--- config.mk ---
export PLATFORM = sky130hd
export DESIGN_NAME = modbus_rtu_master_framer_top
export DESIGN_NICKNAME = d
export VERILOG_FILES = /design/src/rtl/mrf_pkg.sv /design/src/rtl/mrf_front.sv /design/src/rtl/mrf_queue.sv /design/src/rtl/mrf_back.sv /design/src/rtl/modbus_rtu_master_framer_top.sv
export SDC_FILE = /design/constraint.sdc
export NUM_CORES = 1
export LEC_CHECK = 0
export BUFFER_PORTS_ARGS = -buffer_cell sky130_fd_sc_hd__buf_4
export CELL_PAD_IN_SITES_DETAIL_PLACEMENT = 2
export CELL_PAD_IN_SITES_GLOBAL_PLACEMENT = 2
export CORE_UTILIZATION = 44
export DETAILED_ROUTE_END_ITERATION = 10
export HOLD_SLACK_MARGIN = 0.02
export PLACE_DENSITY_LB_ADDON = 0.1
export SLEW_MARGIN = 20
export SYNTH_ARGS = -nofsm -noshare
export SYNTH_HDL_FRONTEND = slang
export SYNTH_HIERARCHICAL = 1
export SYNTH_SLANG_ARGS = --single-unit
--- constraint.sdc ---
create_clock -name i_clk -period 5.3 [get_ports i_clk]
set_input_delay 0.53 -clock i_clk [delete_from_list [all_inputs] [get_ports i_clk]]
set_output_delay 0.53 -clock i_clk [all_outputs]
set_load 0.05 [all_outputs]
--- src/rtl/mrf_pkg.sv ---
package mrf_pkg;

    // Input command codes.
    typedef enum logic [1:0] {
        CMD_START   = 2'd0,
        CMD_PAYLOAD = 2'd1,
        CMD_RX_BYTE = 2'd2,
        CMD_RX_END  = 2'd3
    } t_cmd;

    // Result kinds.
    typedef enum logic [1:0] {
        KIND_TX      = 2'd0,
        KIND_VERDICT = 2'd1,
        KIND_REJECT  = 2'd2
    } t_out_kind;

    // Back end sequencer states.
    typedef enum logic [1:0] {
        BK_BYTES,
        BK_CRC_LO,
        BK_CRC_HI
    } t_back_state;

    // Function selector codes.
    localparam logic [2:0] FSEL_READ_INPUTS = 3'd0;
    localparam logic [2:0] FSEL_WRITE_COILS = 3'd1;
    localparam logic [2:0] FSEL_WRITE_REGS  = 3'd2;
    localparam logic [2:0] FSEL_WRITE_SINGLE = 3'd3;
    localparam logic [2:0] FSEL_READ_REGS   = 3'd4;

    // Modbus function codes on the wire.
    localparam logic [7:0] FC_READ_INPUTS  = 8'h02;
    localparam logic [7:0] FC_WRITE_COILS  = 8'h0F;
    localparam logic [7:0] FC_WRITE_REGS   = 8'h10;
    localparam logic [7:0] FC_WRITE_SINGLE = 8'h06;
    localparam logic [7:0] FC_READ_REGS    = 8'h04;

    // Count limits.
    localparam int          COUNT_W          = 11;
    localparam int          MAX_COILS_INT    = 2000;
    localparam int          COIL_WRITE_INT   = (MAX_COILS_INT < 1968) ? MAX_COILS_INT : 1968;
    localparam logic [10:0] MAX_COILS        = 11'(MAX_COILS_INT);
    localparam logic [10:0] COIL_WRITE_LIMIT = 11'(COIL_WRITE_INT);
    localparam logic [10:0] REG_WRITE_LIMIT  = 11'd123;
    localparam logic [10:0] REG_READ_LIMIT   = 11'd125;

    localparam logic [7:0]  SLAVE_ADDR_RESET = 8'h36;
    localparam logic [15:0] CRC_INIT         = 16'hFFFF;
    localparam logic [15:0] CRC_POLY         = 16'hA001;
    localparam logic [8:0]  RX_LEN_MAX       = 9'h1FF;
    localparam logic [8:0]  RX_LEN_MIN_OK    = 9'd3;

    // Queue between front and back end.
    localparam int QUEUE_DEPTH = 4;
    localparam int QPTR_W      = $clog2(QUEUE_DEPTH);
    localparam int QCNT_W      = $clog2(QUEUE_DEPTH + 1);

    // Header bytes a single job can carry.
    localparam int JOB_BYTES = 7;
    localparam int JIDX_W    = $clog2(JOB_BYTES);

    typedef struct packed {
        logic [1:0]  command;
        logic [2:0]  function_sel;
        logic [15:0] reg_address;
        logic [10:0] item_count;
        logic [15:0] data_word;
        logic [7:0]  rx_byte;
    } t_in_item;

    typedef struct packed {
        logic [1:0] out_kind;
        logic [7:0] tx_byte;
        logic       frame_last;
        logic       response_ok;
    } t_out_item;

    // One unit of work for the back end.
    typedef struct packed {
        t_out_kind                      kind;
        logic [JIDX_W-1:0]              nbytes;
        logic [JOB_BYTES-1:0][7:0]      bytes;
        logic                           clr_crc;
        logic                           add_crc;
        logic                           ok;
    } t_job;

    // CRC-16/MODBUS update by one byte, reflected polynomial.
    function automatic logic [15:0] crc_feed(input logic [15:0] crc, input logic [7:0] b);
        logic [15:0] c;
        c = crc ^ {8'h00, b};
        for (int k = 0; k < 8; k++) begin
            if (c[0]) begin
                c = (c >> 1) ^ CRC_POLY;
            end else begin
                c = c >> 1;
            end
        end
        return c;
    endfunction

    // Function code for a selector.
    function automatic logic [7:0] fn_code(input logic [2:0] fsel);
        logic [7:0] code;
        case (fsel)
            FSEL_READ_INPUTS:  code = FC_READ_INPUTS;
            FSEL_WRITE_COILS:  code = FC_WRITE_COILS;
            FSEL_WRITE_REGS:   code = FC_WRITE_REGS;
            FSEL_WRITE_SINGLE: code = FC_WRITE_SINGLE;
            FSEL_READ_REGS:    code = FC_READ_REGS;
            default:           code = 8'h00;
        endcase
        return code;
    endfunction

endpackage

--- src/rtl/mrf_front.sv ---
module mrf_front
    import mrf_pkg::*;
(
    input  logic       i_clk,
    input  logic       i_rst_n,
    input  logic       i_cfg_wr_en,
    input  logic [7:0] i_cfg_wr_data,
    input  logic       i_accept,
    input  t_in_item   i_item,
    output logic       o_push,
    output t_job       o_job
);

    logic [7:0]         r_slave_addr;
    logic [2:0]         r_active_fn, n_active_fn;
    logic [COUNT_W-1:0] r_items_left, n_items_left;
    logic [7:0]         r_coil_acc, n_coil_acc;
    logic [2:0]         r_coil_pos, n_coil_pos;
    logic [15:0]        r_rx_crc, n_rx_crc;
    logic [8:0]         r_rx_len, n_rx_len;

    logic               job_valid;
    t_job               job;
    logic [COUNT_W-1:0] limit;
    logic [COUNT_W-1:0] left_dec;
    logic [7:0]         coil_next;
    logic [2:0]         pos_inc;
    logic [11:0]        byte_cnt_sum;

    // Count limit per function.
    always_comb begin
        case (i_item.function_sel)
            FSEL_READ_INPUTS: limit = MAX_COILS;
            FSEL_WRITE_COILS: limit = COIL_WRITE_LIMIT;
            FSEL_WRITE_REGS:  limit = REG_WRITE_LIMIT;
            FSEL_READ_REGS:   limit = REG_READ_LIMIT;
            default:          limit = '0;
        endcase
    end

    assign left_dec     = r_items_left - 11'd1;
    assign coil_next    = r_coil_acc | (8'(i_item.data_word[0]) << r_coil_pos);
    assign pos_inc      = r_coil_pos + 3'd1;
    assign byte_cnt_sum = {1'b0, i_item.item_count} + 12'd7;

    // Classify the item, update framing state and build the job.
    always_comb begin
        n_active_fn  = r_active_fn;
        n_items_left = r_items_left;
        n_coil_acc   = r_coil_acc;
        n_coil_pos   = r_coil_pos;
        n_rx_crc     = r_rx_crc;
        n_rx_len     = r_rx_len;
        job_valid    = 1'b0;
        job          = '0;
        job.kind     = KIND_TX;

        case (i_item.command)
            CMD_START: begin
                n_items_left = '0;
                n_coil_acc   = '0;
                n_coil_pos   = '0;
                job_valid    = 1'b1;
                job.clr_crc  = 1'b1;
                if (i_item.function_sel > FSEL_READ_REGS ||
                    (i_item.function_sel != FSEL_WRITE_SINGLE &&
                     (i_item.item_count == '0 || i_item.item_count > limit))) begin
                    job.kind = KIND_REJECT;
                end else begin
                    n_active_fn  = i_item.function_sel;
                    job.bytes[0] = r_slave_addr;
                    job.bytes[1] = fn_code(i_item.function_sel);
                    job.bytes[2] = i_item.reg_address[15:8];
                    job.bytes[3] = i_item.reg_address[7:0];
                    job.bytes[4] = {5'b0, i_item.item_count[10:8]};
                    job.bytes[5] = i_item.item_count[7:0];
                    case (i_item.function_sel)
                        FSEL_WRITE_SINGLE: begin
                            job.nbytes   = JIDX_W'(4);
                            n_items_left = 11'd1;
                        end
                        FSEL_WRITE_COILS: begin
                            job.bytes[6] = byte_cnt_sum[10:3];
                            job.nbytes   = JIDX_W'(7);
                            n_items_left = i_item.item_count;
                        end
                        FSEL_WRITE_REGS: begin
                            job.bytes[6] = {i_item.item_count[6:0], 1'b0};
                            job.nbytes   = JIDX_W'(7);
                            n_items_left = i_item.item_count;
                        end
                        default: begin
                            job.nbytes  = JIDX_W'(6);
                            job.add_crc = 1'b1;
                        end
                    endcase
                end
            end
            CMD_PAYLOAD: begin
                if (r_items_left != '0) begin
                    n_items_left = left_dec;
                    if (r_active_fn == FSEL_WRITE_COILS) begin
                        if (pos_inc == 3'd0 || left_dec == '0) begin
                            job_valid    = 1'b1;
                            job.bytes[0] = coil_next;
                            job.nbytes   = JIDX_W'(1);
                            n_coil_acc   = '0;
                            n_coil_pos   = '0;
                        end else begin
                            n_coil_acc = coil_next;
                            n_coil_pos = pos_inc;
                        end
                    end else begin
                        job_valid    = 1'b1;
                        job.bytes[0] = i_item.data_word[15:8];
                        job.bytes[1] = i_item.data_word[7:0];
                        job.nbytes   = JIDX_W'(2);
                    end
                    if (left_dec == '0) begin
                        job.add_crc = 1'b1;
                    end
                end
            end
            CMD_RX_BYTE: begin
                n_rx_crc = crc_feed(r_rx_crc, i_item.rx_byte);
                if (r_rx_len != RX_LEN_MAX) begin
                    n_rx_len = r_rx_len + 9'd1;
                end
            end
            CMD_RX_END: begin
                job_valid = 1'b1;
                job.kind  = KIND_VERDICT;
                job.ok    = (r_rx_len >= RX_LEN_MIN_OK) && (r_rx_crc == '0);
                n_rx_crc  = CRC_INIT;
                n_rx_len  = '0;
            end
            default: begin
                job_valid = 1'b0;
            end
        endcase
    end

    // Configuration register.
    always_ff @(posedge i_clk) begin
        if (!i_rst_n) begin
            r_slave_addr <= SLAVE_ADDR_RESET;
        end else if (i_cfg_wr_en) begin
            r_slave_addr <= i_cfg_wr_data;
        end
    end

    // Framing and response-check state.
    always_ff @(posedge i_clk) begin
        if (!i_rst_n) begin
            r_active_fn  <= FSEL_READ_INPUTS;
            r_items_left <= '0;
            r_coil_acc   <= '0;
            r_coil_pos   <= '0;
            r_rx_crc     <= CRC_INIT;
            r_rx_len     <= '0;
        end else if (i_accept) begin
            r_active_fn  <= n_active_fn;
            r_items_left <= n_items_left;
            r_coil_acc   <= n_coil_acc;
            r_coil_pos   <= n_coil_pos;
            r_rx_crc     <= n_rx_crc;
            r_rx_len     <= n_rx_len;
        end
    end

    assign o_push = i_accept && job_valid;
    assign o_job  = job;

`ifndef SYNTHESIS
    a_items_need_write: assert property (@(posedge i_clk) disable iff (!i_rst_n)
        (r_items_left != '0) |-> (r_active_fn == FSEL_WRITE_COILS ||
            r_active_fn == FSEL_WRITE_REGS || r_active_fn == FSEL_WRITE_SINGLE))
        else $error("payload pending for a function without payload");
    a_coil_pos_pending: assert property (@(posedge i_clk) disable iff (!i_rst_n)
        (r_coil_pos != '0) |-> (r_active_fn == FSEL_WRITE_COILS && r_items_left != '0))
        else $error("partial coil byte without a pending coil write");
`endif

endmodule

--- src/rtl/mrf_queue.sv ---
module mrf_queue
    import mrf_pkg::*;
(
    input  logic i_clk,
    input  logic i_rst_n,
    input  logic i_push,
    input  t_job i_job,
    input  logic i_pop,
    output logic o_full,
    output logic o_head_valid,
    output t_job o_head
);

    t_job              r_mem [QUEUE_DEPTH];
    logic [QPTR_W-1:0] r_wr_ptr;
    logic [QPTR_W-1:0] r_rd_ptr;
    logic [QCNT_W-1:0] r_count;

    assign o_full       = (r_count == QCNT_W'(QUEUE_DEPTH));
    assign o_head_valid = (r_count != '0);
    assign o_head       = r_mem[r_rd_ptr];

    // Job storage.
    always_ff @(posedge i_clk) begin
        if (i_push) begin
            r_mem[r_wr_ptr] <= i_job;
        end
    end

    // Pointers and fill count.
    always_ff @(posedge i_clk) begin
        if (!i_rst_n) begin
            r_wr_ptr <= '0;
            r_rd_ptr <= '0;
            r_count  <= '0;
        end else begin
            if (i_push) begin
                r_wr_ptr <= (r_wr_ptr == QPTR_W'(QUEUE_DEPTH - 1)) ? '0 : r_wr_ptr + 1'b1;
            end
            if (i_pop) begin
                r_rd_ptr <= (r_rd_ptr == QPTR_W'(QUEUE_DEPTH - 1)) ? '0 : r_rd_ptr + 1'b1;
            end
            if (i_push && !i_pop) begin
                r_count <= r_count + 1'b1;
            end else if (i_pop && !i_push) begin
                r_count <= r_count - 1'b1;
            end
        end
    end

`ifndef SYNTHESIS
    a_no_overflow: assert property (@(posedge i_clk) disable iff (!i_rst_n)
        i_push |-> (!o_full || i_pop))
        else $error("job pushed into a full queue");
`endif

endmodule

--- src/rtl/mrf_back.sv ---
module mrf_back
    import mrf_pkg::*;
(
    input  logic      i_clk,
    input  logic      i_rst_n,
    input  logic      i_head_valid,
    input  t_job      i_head,
    output logic      o_pop,
    output logic      o_out_valid,
    input  logic      i_out_stall,
    output t_out_item o_out_res
);

    t_back_state       r_state, n_state;
    logic [15:0]       r_crc, n_crc;
    logic [JIDX_W-1:0] r_idx, n_idx;
    logic              r_out_valid;
    t_out_item         r_out;

    logic              out_free;
    logic              emit;
    t_out_item         res;
    logic              last_byte;
    logic [15:0]       crc_base;
    logic [7:0]        cur_byte;

    assign out_free  = !r_out_valid || !i_out_stall;
    assign last_byte = (r_idx == i_head.nbytes - 1'b1);
    assign crc_base  = (r_idx == '0 && i_head.clr_crc) ? CRC_INIT : r_crc;
    assign cur_byte  = i_head.bytes[r_idx];

    // Next state.
    always_comb begin
        n_state = r_state;
        case (r_state)
            BK_BYTES: begin
                if (i_head_valid && out_free && i_head.kind == KIND_TX &&
                    last_byte && i_head.add_crc) begin
                    n_state = BK_CRC_LO;
                end
            end
            BK_CRC_LO: begin
                if (out_free) begin
                    n_state = BK_CRC_HI;
                end
            end
            BK_CRC_HI: begin
                if (out_free) begin
                    n_state = BK_BYTES;
                end
            end
            default: n_state = BK_BYTES;
        endcase
    end

    // Emission, CRC and job sequencing.
    always_comb begin
        emit  = 1'b0;
        o_pop = 1'b0;
        n_crc = r_crc;
        n_idx = r_idx;
        res   = '0;
        case (r_state)
            BK_BYTES: begin
                if (i_head_valid && out_free) begin
                    emit         = 1'b1;
                    res.out_kind = i_head.kind;
                    case (i_head.kind)
                        KIND_TX: begin
                            res.tx_byte = cur_byte;
                            n_crc       = crc_feed(crc_base, cur_byte);
                            if (last_byte) begin
                                o_pop = 1'b1;
                                n_idx = '0;
                            end else begin
                                n_idx = r_idx + 1'b1;
                            end
                        end
                        KIND_VERDICT: begin
                            res.frame_last  = 1'b1;
                            res.response_ok = i_head.ok;
                            o_pop           = 1'b1;
                        end
                        default: begin
                            res.frame_last = 1'b1;
                            n_crc          = CRC_INIT;
                            o_pop          = 1'b1;
                        end
                    endcase
                end
            end
            BK_CRC_LO: begin
                if (out_free) begin
                    emit         = 1'b1;
                    res.out_kind = KIND_TX;
                    res.tx_byte  = r_crc[7:0];
                end
            end
            BK_CRC_HI: begin
                if (out_free) begin
                    emit           = 1'b1;
                    res.out_kind   = KIND_TX;
                    res.tx_byte    = r_crc[15:8];
                    res.frame_last = 1'b1;
                    n_crc          = CRC_INIT;
                end
            end
            default: begin
                emit = 1'b0;
            end
        endcase
    end

    // Sequencer registers.
    always_ff @(posedge i_clk) begin
        if (!i_rst_n) begin
            r_state <= BK_BYTES;
            r_crc   <= CRC_INIT;
            r_idx   <= '0;
        end else begin
            r_state <= n_state;
            r_crc   <= n_crc;
            r_idx   <= n_idx;
        end
    end

    // Output register.
    always_ff @(posedge i_clk) begin
        if (!i_rst_n) begin
            r_out_valid <= 1'b0;
        end else if (out_free) begin
            r_out_valid <= emit;
        end
    end

    always_ff @(posedge i_clk) begin
        if (emit) begin
            r_out <= res;
        end
    end

    assign o_out_valid = r_out_valid;
    assign o_out_res   = r_out;

`ifndef SYNTHESIS
    a_crc_reset_after_frame: assert property (@(posedge i_clk) disable iff (!i_rst_n)
        (r_state == BK_CRC_HI && out_free) |=> (r_crc == CRC_INIT && r_state == BK_BYTES))
        else $error("transmit CRC not restarted after the closing byte");
`endif

endmodule

--- src/rtl/modbus_rtu_master_framer_top.sv ---
// Channel   Handshake                      Payload
// input     i_in_valid / o_in_stall        i_in_req  (t_in_item)
// output    o_out_valid / i_out_stall      o_out_res (t_out_item)
// config    i_cfg_wr_en                    i_cfg_wr_data (slave address)
//
// The front end takes one request per cycle while its four-entry job queue has room.
// The back end emits one result per cycle unless the output stalls: a start yields 4 to 8 results,
// a register payload 2 or 4, a coil payload 0, 1 or 3, a verdict or rejection 1.
// Reset is synchronous and active low; it takes effect at the next clock edge.
// A stalled output holds in the output register while the queue keeps filling.
module modbus_rtu_master_framer_top
    import mrf_pkg::*;
(
    input  logic       i_clk,
    input  logic       i_rst_n,
    input  logic       i_cfg_wr_en,
    input  logic [7:0] i_cfg_wr_data,
    input  logic       i_in_valid,
    output logic       o_in_stall,
    input  t_in_item   i_in_req,
    output logic       o_out_valid,
    input  logic       i_out_stall,
    output t_out_item  o_out_res
);

    logic q_full;
    logic q_push;
    logic q_pop;
    logic q_head_valid;
    t_job front_job;
    t_job q_head;
    logic in_accept;

    assign o_in_stall = q_full;
    assign in_accept  = i_in_valid && !q_full;

    // Request classification and framing state.
    mrf_front u_front (
        .i_clk         (i_clk),
        .i_rst_n       (i_rst_n),
        .i_cfg_wr_en   (i_cfg_wr_en),
        .i_cfg_wr_data (i_cfg_wr_data),
        .i_accept      (in_accept),
        .i_item        (i_in_req),
        .o_push        (q_push),
        .o_job         (front_job)
    );

    // Job queue.
    mrf_queue u_queue (
        .i_clk        (i_clk),
        .i_rst_n      (i_rst_n),
        .i_push       (q_push),
        .i_job        (front_job),
        .i_pop        (q_pop),
        .o_full       (q_full),
        .o_head_valid (q_head_valid),
        .o_head       (q_head)
    );

    // Byte emission and transmit CRC.
    mrf_back u_back (
        .i_clk        (i_clk),
        .i_rst_n      (i_rst_n),
        .i_head_valid (q_head_valid),
        .i_head       (q_head),
        .o_pop        (q_pop),
        .o_out_valid  (o_out_valid),
        .i_out_stall  (i_out_stall),
        .o_out_res    (o_out_res)
    );

endmodule

==> results of run 1 <==
[kinds of logic (layout without fill, tap and decap cells)]
family,count (synthesis),after routing
flops,357,357
simple gates,301,301
other cells,1,5
xor+xnor,83,83
compound gates,199,199
mux,102,102
fa+ha+maj,35,35
buf+inv,97,202
[power by group]
group	leakage, nW	total, W	switching [W]	internal, W
Combinational	2.64	0.00291	0.00169	0.00122
Clock	0.629	0.00274	0.00113	0.00161
Sequential	3.22	0.00347	0.000200	0.00327
[worst max-delay path, cell delays in order (launching register included)]
cell	delay, ns
dfxtp_1	0.38
inv_1	0.10
ha_1	0.20
nor3b_2	0.29
nand2_1	0.20
o32a_1	0.37
o32a_2	0.22
nor3_1	0.22
o31ai_1	0.17
a21oi_1	0.60
ha_1	0.31
inv_1	0.07
fa_1	0.40
xor2_1	0.17
or3_1	0.30
a21boi_0	0.18
[Yosys cell counts, drive strengths merged, types with 13 or more instances]
| library cell | n | area share |
|---|---|---|
| mux2i | 38 | 0.023 |
| o22a | 13 | 0.0075 |
| xnor2 | 52 | 0.031 |
| a21oi | 21 | 0.0068 |
| xor2 | 29 | 0.016 |
| a22oi | 28 | 0.013 |
| o22ai | 21 | 0.0080 |
| inv | 34 | 0.0078 |
| and2 | 35 | 0.013 |
| nor2b | 21 | 0.0084 |
| buf | 29 | 0.017 |
| o21ai | 47 | 0.015 |
| clkbuf | 34 | 0.0080 |
| nor2 | 94 | 0.022 |
| mux4 | 64 | 0.088 |
| ha | 34 | 0.026 |
| nor3 | 18 | 0.0058 |
| nand3 | 13 | 0.0040 |
| edfxtp | 268 | 0.49 |
| dfxtp | 89 | 0.11 |
| nand2 | 68 | 0.016 |
[path summary, 6_finish.rpt]
kind | startpoint | end | slack [ns]
hold / removal | i_cfg_wr_data[1] | u_front/r_slave_addr[1]$_SDFFE_PN1P_ | 0.21
hold reg to reg | u_front/r_coil_acc[6]$_SDFFE_PN0P_ | u_front/r_coil_acc[6]$_SDFFE_PN0P_ | 0.48
setup / recovery | u_front/r_items_left[0]$_SDFFE_PN0P_ | u_queue/r_count[2]$_SDFFE_PN0P_ | 1.04
setup reg to reg | u_front/r_items_left[0]$_SDFFE_PN0P_ | u_queue/r_count[2]$_SDFFE_PN0P_ | 1.04
[metrics by stage]
| stage | instance area, sq um | std cells |
|---|---|---|
| 2_1_floorplan | 16500 | 1179 |
| 3_3_place_gp | 17400 | 1680 |
| 3_5_place_dp | 17400 | 1680 |
| 4_1_cts | 18700 | 1752 |
| 5_1_grt | 18700 | 1752 |
| 6_report | 18700 | 1752 |
[metal layers]
metal | wire length, um | GRT usage
met5 | 0 | 0
met4 | 1310 | 0.0866
met2 | 24100 | 0.443
met3 | 1680 | 0.0299
met1 | 20800 | 0.341
[state kept, by name, indices dropped and copies added, names as in the netlist, named ones only]
name / count
u_back/r_idx: 3
u_front/r_items_left: 11
u_front/r_rx_crc: 16
u_front/r_active_fn: 3
u_back/r_crc: 16
u_back/r_state: 2
u_queue/r_count: 3
u_back/o_out_valid: 1
u_front/r_rx_len: 9
u_queue/r_mem: 256
u_front/r_slave_addr: 8
u_back/o_out_res: 12
u_queue/r_rd_ptr: 2
u_front/r_coil_pos: 3
u_queue/r_wr_ptr: 2
u_front/r_coil_acc: 8
[cell type report]
| class | instances | area [sq um] |
|---|---|---|
| fillers | 3442 | 18000 |
| flip-flops and latches | 357 | 9830 |
| multi-input cells | 725 | 6120 |
| clock buffers | 54 | 1100 |
| repair buffers | 96 | 783 |
| well taps | 468 | 586 |
| clock inverters | 18 | 173 |
| inverters | 34 | 128 |
==> results.md, run 1 <==
* Post-Route WL at ~48,000 um
* HPWL Detailed at between 30,000 and 40,000 um
* Hold_buf cts at 0
* Post-Synth Simple-Gate Area at 0.0909
* Die area at 0.0382 sq mm
* CTS tree: built
* Yosys cell types at 82
* H-tree depth at 2
* Worst-Margin Slew at 0.927 ns
* Clk_lat worst skew at about 0.55 ns
* Power Density at 487 mW/mm^2
* DRC at 0
* Syn-to-layout area delta at 13.7%
* Setup violations, final at 0
* Worst setup path category: reg2reg
* GRT Util Overall at 0.258
* Crit end category: flop
* Via Count at a little over 10,000
* Commonest non-fill, non-tap cell in the layout: edfxtp_1
* Total power draw at roughly 0.009 W
* Hold Path Depth at 3
* Ys Warns at 6
* Io pins at slightly above 80
* Setup ws final at 1.04 ns
* Number of cells upsized or downsized after cts at 0
* GPL Wtd Cong at around 0.81
* Routed Antenna Nets at 0
* Worst reg2reg path depth at 15
* Global-route wire length before repair at 73,500 um
* Post-Synth Adder-Cell Area at 0.0271
* Worst Path Required at around 5.8 ns
* Worst VDD drop at 0.208 mV
* Die Ht at ~200 um
* Largest family of logic cells by synthesized area: multiplexers
* Peak Freq at between 200 and 250 MHz
* DR vias/cell at 5.90
* Bufs on Longest Clock Path at 3
* Nets at between 1,000 and 1,500
* Synth Flop Type: edfxtp_1
* Number of placement rows at 70
* Largest net degree at the start of global routing at 65
* Post-synth ARST share at 0
* Fraction of synthesized area in multiplexers at 0.112
* Sequential element share of the synthesized area at 0.597
* Clock transition at the registers of the reported paths at ~0.06 ns
* Slew Viols, Final at 0
* Mapped Area at 0.0165 sq mm
* Post-synth EDFFs at 268
* Final hold vios at 0
* CTS Buf Count at 40
* CORE AREA at 0.0367 sq mm
* Ant diodes at 0
* Initial antenna violation count at 0
* Unrepaired setup endpoints after global routing: false
* CP max FO at 8
* Port Buffers at 82
* 1st-pass router iterations at 5
* Starting Density at 0.449
* Hold Worst Slack at ~0.21 ns
* Overflow after GRT at 0
* Setup TNS at 0 ns
* Placement Setup Slack at approximately 1.1 ns
* Slew HR at 0.376
* Final Skew at around 0.023 ns
* Synth Area in Compound Gates at 0.0899
* Critical Path Source Type: flop
* HP Class: in2reg
* Vias in the first global route at roughly 11,000
* Post-route minimum period at roughly 4.3 ns
* Syn Inst Count at between 1,000 and 1,500
* Routed len/inst at ~27 um
* Clock sink total at roughly 360
* CTS root buffer: clkbuf_16
* Post-synthesis xor/xnor area fraction at 0.0502
* Final core occ at 0.510
* CP arrival at 4.71 ns
* Outcome: completed
* Ratio of cells with drive above 1 in the final layout at 0.207
* Initial DRC count at between 600 and 700
* Max-Cap Viols at 0
* Period utilization at 0.804
* Setup Buffers After CTS at 0
* LEAKAGE at 6.49 nW
* Synth Register Bits at approximately 360
* Avg Inst Size Synth at ~14 sq um
* Chip Width at between 150 and 200 um
* Most frequent cells in the layout: edfxtp_1 (268), nor2_1 (93), buf_4 (91)
Power figures use the tool's default switching activity.
==> inputs of run 2 (changes only) <==
Settings changed: CORE_UTILIZATION 44 to 40.
Clock period 5.3 ns to 3.8 ns, I/O delays scaled along.
==> run 2 against run 1 <==
- clock power grew 39%
- critical path type unchanged
- fmax grew 21%
- register-to-register slack lost 0.76 ns
- cell count grew 4.7%
- non-clock buffer count grew 22
- largest power group unchanged
- sequential power grew 38%
- routed wire length shrank 4.8%
==> results.md, run 2 (same netlist as run 1, synthesis figures left out) <==
* Setup Buffers After CTS at 0
* Clock transition at the registers of the reported paths at about 0.060 ns
* DRC at 0
* Outcome: completed
* Ratio of cells with drive above 1 in the final layout at 0.224
* Peak Freq at about 280 MHz
* Die Ht at slightly above 200 um
* CP max FO at 5
* Ant diodes at 0
* Starting Density at 0.410
* R2r setup slk at 0.28 ns
* Final hold vios at 0
* Clk_lat worst skew at 0.56 ns
* Power Density at 671 mW/mm^2
* H-tree depth at 2
* RR Endpoint: u_queue/r_count[2]$_SDFFE_PN0P_
* LEAKAGE at 6.63 nW
* Global-route wire length before repair at 69,800 um
* 1st-pass router iterations at 4
* HP Class: in2reg
* Io pins at 83
* Worst Path Required at approximately 4.3 ns
* Post-Place Cell Area at about 0.018 sq mm
* Chip Width at about 200 um
* Routed len/inst at between 20 and 25 um
* Initial antenna violation count at 0
* Most frequent cells in the layout: edfxtp_1 (268), buf_4 (108), nor2_1 (93)
* CP arrival at approximately 4.0 ns
* Nets at roughly 1,400
* Final Skew at ~0.016 ns
* Bufs on Longest Clock Path at 3
* Initial DRC count at roughly 530
* Worst VDD drop at 0.279 mV
* Placed cells at between 1,500 and 2,000
* Max-Cap Viols at 0
* Period utilization at 0.926
* Worst-Margin Slew at ~0.87 ns
* CTS Buf Count at between 40 and 50
* Commonest non-fill, non-tap cell in the layout: edfxtp_1
* Slew HR at 0.411
* CTS tree: built
* Crit end category: flop
* Critical Path Source Type: flop
* CTS root buffer: clkbuf_16
* Hold_buf cts at 0
* Routed Antenna Nets at 0
* Fillers at around 3,900
* Hold Path Depth at 3
* Setup crit start: u_front/r_items_left[1]$_SDFFE_PN0P_
* Via Count at between 10,000 and 15,000
* CORE AREA at between 0.04 and 0.05 sq mm
* Syn-to-layout area delta at 15.7%
* Overflow after GRT at 0
* DR vias/cell at 5.56
* Worst setup path category: reg2reg
* Setup violations, final at 0
* Biggest register: u_queue/r_mem
* RR Startpoint: u_front/r_items_left[1]$_SDFFE_PN0P_
* Non-filler cells, final at approximately 1,800
* End of the critical path: u_queue/r_count[2]$_SDFFE_PN0P_
* Post-layout instance area at ~0.019 sq mm
* Clock sink total at around 360
* Setup TNS at 0 ns
* Top flop regs: u_queue/r_mem (256), u_back/r_crc (16), u_front/r_rx_crc (16)
* Max FFs per register at around 260
* Largest net degree at the start of global routing at between 50 and 60
* Vias in the first global route at approximately 11,000
* GRT Util Overall at 0.224
* Slew Viols, Final at 0
* Post-Route WL at about 46,000 um
* HPWL Detailed at around 32,000 um
* Number of cells upsized or downsized after cts at 0
* GPL Wtd Cong at approximately 0.78
* Port Buffers at 82
* Die area at between 0.04 and 0.05 sq mm
* Number of placement rows at 73
* Final core occ at 0.474
* Worst reg2reg path depth at 15
* Post-route minimum period at roughly 3.5 ns
* Unrepaired setup endpoints after global routing: false
==> run 2: cell types whose count changed in the layout (fill, tap and decap cells not counted), sizes merged <==
cell,previous run,this run
buf,96,118
clkinv,12,18
bufinv,3,1
clkbuf,54,52
clkinvlp,1,2
inv,36,37
==> run 2: worst max-delay path: stages (launching register included) <==
cell and delay [ns]:
dfxtp_1 0.34, inv_1 0.08, ha_1 0.21, nor3b_4 0.25, nand2_1 0.15, o32a_1 0.37, o32a_2 0.23, nor3_2 0.22
o31ai_1 0.13, a21oi_2 0.17, ha_1 0.21, inv_1 0.06, fa_1 0.37, xor2_1 0.16, or3_1 0.30, a21boi_0 0.18
==> run 2: where the power goes <==
part / switching [W] / internal (W)
sequential: 0.000230 / 0.00456
combinational: 0.00238 / 0.00179
clock: 0.00164 / 0.00218
==> run 2: worst min-delay path by stage <==
stage | start | endpoint | slack [ns]
floorplan | u_front/r_active_fn[2]$_SDFFE_PN0P_ | u_front/r_active_fn[2]$_SDFFE_PN0P_ | 0.43
global placement | u_front/r_active_fn[1]$_SDFFE_PN0P_ | u_front/r_active_fn[1]$_SDFFE_PN0P_ | 0.45
detailed placement | u_front/r_coil_acc[3]$_SDFFE_PN0P_ | u_front/r_coil_acc[3]$_SDFFE_PN0P_ | 0.46
CTS | i_cfg_wr_data[4] | u_front/r_slave_addr[4]$_SDFFE_PN1P_ | 0.02
global route | i_cfg_wr_data[2] | u_front/r_slave_addr[2]$_SDFFE_PN1P_ | 0.05
finish | i_cfg_wr_data[2] | u_front/r_slave_addr[2]$_SDFFE_PN1P_ | 0.05
==> run 2: layer usage <==
metal,global-route usage,vias up,wire length (um)
li1,-,4659,-
met1,0.295,5302,20200
met2,0.387,191,23000
met3,0.0256,55,1400
met4,0.0669,0,1010
met5,0,-,0
==> run 2: area by class of cell <==
cell class | instances | area, sq um | share of cell area
Timing Repair Buffer | 118 | 1010 | 0.0531
Clock inverter | 24 | 156 | 0.00821
Clock buffer | 52 | 1130 | 0.0593
Multi-Input combinational cell | 725 | 6130 | 0.322
Inverter | 34 | 128 | 0.00670
Sequential cell | 357 | 9830 | 0.516
Tap cell | 525 | 657 | 0.0345
==> run 2: per-stage QoR <==
stage	total power (W)	hold WS (ns)	worst slack, ns
6_report	0.0128	0.0519	0.282
5_1_grt	0.0133	0.0472	0.0520
4_1_cts	0.0129	0.0237	0.00288
3_5_place_dp	0.00906	0.462	0.0315
3_3_place_gp	0.00891	0.449	0.222
2_1_floorplan	0.00791	0.435	0.292
==> inputs of run 3 (changes only) <==
Settings changed: CORE_UTILIZATION 40 to 39, SYNTH_HIERARCHICAL 1 to not set.
==> run 3 against run 2 <==
- synthesized area shrank 6.4%
- combinational power is 11% lower
- sequential cell count is 20 lower
- clock skew is essentially flat
- non-clock buffer count grew 30
- total power fell by 6.7%
- routed wire length decreased by 1.5%
- register-to-register slack got worse by 0.17 ns
==> results.md, run 3 <==
* Outcome: completed
* Initial DRC count at about 540
* Synth cell count leaders: edfxtp_1 (248), nor2_1 (133), nand2_1 (101)
* Synth Register Bits at 337
* Routed len/inst at roughly 24 um
* Largest net degree at the start of global routing at 60
* Worst reg2reg path depth at 16
* Hold Path Depth at 3
* Most frequent cells in the layout: edfxtp_1 (248), buf_4 (137), nor2_1 (133)
* Slew Viols, Final at 0
* Setup ws final at between 0.1 and 0.15 ns
* Nets at about 1,400
* LEAKAGE at roughly 6.5 nW
* Area fraction of the dominant cell type after synthesis at 0.483
* Mapped Area at approximately 0.015 sq mm
* Clk_lat worst skew at around 0.54 ns
* Final hold vios at 0
* CP arrival at between 4 and 5 ns
* CTS tree: built
* Synth Flop Type: edfxtp_1
* Clock sink total at roughly 340
* Die Ht at about 200 um
* GPL Wtd Cong at 0.778
* Post-layout instance area at between 0.015 and 0.02 sq mm
* GRT Util Overall at 0.227
* Vias in the first global route at about 11,000
* Setup violations, final at 0
* Slew HR at 0.394
* Biggest register: u_queue.r_mem
* Placed cells at between 1,500 and 2,000
* Chip Width at 201 um
* Initial antenna violation count at 0
* Post-synth EDFFs at between 200 and 250
* Final core occ at 0.472
* Worst VDD drop at ~0.32 mV
* Top-count cell post-synth: edfxtp_1
* Worst-Margin Slew at around 0.91 ns
* Max-Cap Viols at 0
* Grt met1 use at 0.303
* Post-route minimum period at between 3 and 4 ns
* Setup TNS at 0 ns
* Yosys cell types at 79
* Bufs on Longest Clock Path at 3
* Hold_buf cts at 0
* Io pins at 83
* Max FFs per register at between 200 and 250
* Ys Warns at 0
* Critical Path Source Type: flop
* RR Startpoint: u_front.r_items_left[0]$_SDFFE_PN0P_
* Number of placement rows at 72
* Most used routing layer: met2
* Crit end category: flop
* H-tree depth at 2
* Leading area contributor after synthesis: edfxtp_1
* HPWL Detailed at 31,000 um
* Period utilization at 0.970
* Synth Net Count at 1,291
* Syn Inst Count at approximately 1,200
* Worst Path Required at ~4.3 ns
* End of the worst hold path: u_front.r_slave_addr[5]$_SDFFE_PN1P_
* Port Buffers at slightly above 80
* Overflow after GRT at 0
* Post-synth ARST share at 0
* CTS Buf Count at 39
* Ant diodes at 0
* Fillers at roughly 3,800
* Placement Setup Slack at -0.173 ns
* Non-filler cells, final at approximately 1,900
* Worst setup path category: reg2reg
* Avg Inst Size Synth at ~13 sq um
* Via Count at roughly 10,000
* Hold Crit Start: i_cfg_wr_data[5]
* HP Class: in2reg
* Met2 GRT Util at 0.389
* Post-Route WL at 45,000 um
* Commonest non-fill, non-tap cell in the layout: edfxtp_1
* Starting Density at 0.397
* Syn-to-layout area delta at 18.9%
* Ratio of cells with drive above 1 in the final layout at 0.220
* Peak Freq at approximately 270 MHz
* R2r setup slk at approximately 0.11 ns
* Met3 usage at 0.0326
* RR Endpoint: u_queue.r_count[2]$_SDFFE_PN0P_
* Top flop regs: u_queue.r_mem (236), u_back.r_crc (16), u_front.r_rx_crc (16)
* Clock transition at the registers of the reported paths at 0.05 ns
* CP max FO at 4
* Routed Antenna Nets at 0
* Power Density at about 650 mW/mm^2
* Final Skew at around 0.016 ns
* DR vias/cell at 5.54
* CORE AREA at just under 0.04 sq mm
* Global-route wire length before repair at ~70,000 um
* Dominant cells by area after synthesis: edfxtp_1 (48%), dfxtp_1 (12%), mux4_2 (6.1%)
* Post-Place Cell Area at 0.0170 sq mm
* 1st-pass router iterations at 5
* Die area at 0.0403 sq mm
* CTS root buffer: clkbuf_16
* Sequential element share of the synthesized area at 0.599
* DRC at 0
[run 3: where the power goes]
part	internal, W	switching, W	total, W	leakage [nW]
sequential	0.00427	0.000202	0.00447	3.04
combinational	0.00163	0.00210	0.00373	2.83
clock	0.00220	0.00152	0.00371	0.604
[run 3: how the worst max path moves through the flow]
stage	start	endpoint	slack, ns	depth (start not counted)
2_1_floorplan	i_in_req[52]	u_queue.r_mem[0][51]$_DFFE_PP_	0.03	18
3_3_place_gp	u_front.r_items_left[1]$_SDFFE_PN0P_	u_queue.r_count[2]$_SDFFE_PN0P_	-0.07	16
3_5_place_dp	u_front.r_items_left[1]$_SDFFE_PN0P_	u_queue.r_count[2]$_SDFFE_PN0P_	-0.17	16
4_1_cts	u_front.r_items_left[0]$_SDFFE_PN0P_	u_queue.r_count[2]$_SDFFE_PN0P_	0.02	16
5_1_grt	u_front.r_items_left[0]$_SDFFE_PN0P_	u_queue.r_count[2]$_SDFFE_PN0P_	-0.004	16
6_report	u_front.r_items_left[0]$_SDFFE_PN0P_	u_queue.r_count[2]$_SDFFE_PN0P_	0.11	16
[run 3: kinds of logic after synthesis]
family	count (synthesis)	share of synthesized area
AOI/OAI and AO/OA	183	0.0821
xor gates and xnor gates	74	0.0440
adders and majority gates	36	0.0297
buffers and inverters	87	0.0275
DFF	337	0.599
muxes	91	0.103
and+or+nand+nor	378	0.115
[run 3: layer usage]
layer | up-vias | share of wire
met4 | 0 | 0.021
met3 | 56 | 0.035
li1 | 4692 | -
met5 | - | 0
met1 | 5387 | 0.44
met2 | 174 | 0.50
[run 3: through the flow]
stage                     power (W)  hold slack, ns
after floorplan             0.00713           0.435
after global placement      0.00819           0.443
after detailed placement    0.00830           0.473
after CTS                    0.0121          0.0357
after global routing         0.0125          0.0591
final                        0.0119          0.0608
[run 3: cell type report]
type | instances | area, sq um | area share
timing repair buffer | 148 | 1250 | 0.0681
sequential | 337 | 9240 | 0.504
tap | 518 | 648 | 0.0354
clock buffer | 47 | 1030 | 0.0560
multi-input combinational | 762 | 5850 | 0.319
clock inverter | 22 | 216 | 0.0118
inverter | 28 | 105 | 0.00573
[run 3: worst max-delay path, cell delays in order (launching register included)]
cell      delay, ns
dfxtp_2        0.32
inv_2          0.07
ha_4           0.13
or3b_4         0.37
or3_4          0.40
nand2_2        0.08
nand2_2        0.07
nor4_4         0.30
a21oi_2        0.10
or2_4          0.27
a311oi_4       0.25
ha_2           0.24
inv_1          0.06
fa_2           0.33
xor2_1         0.15
or3_1          0.31
a21oi_1        0.15
[run 3: repair_timing]
item	in CTS	in global routing
buffers inserted	2	3
pin swaps	4	10
resized for setup	4	7
endpoints found under the setup margin	1	31
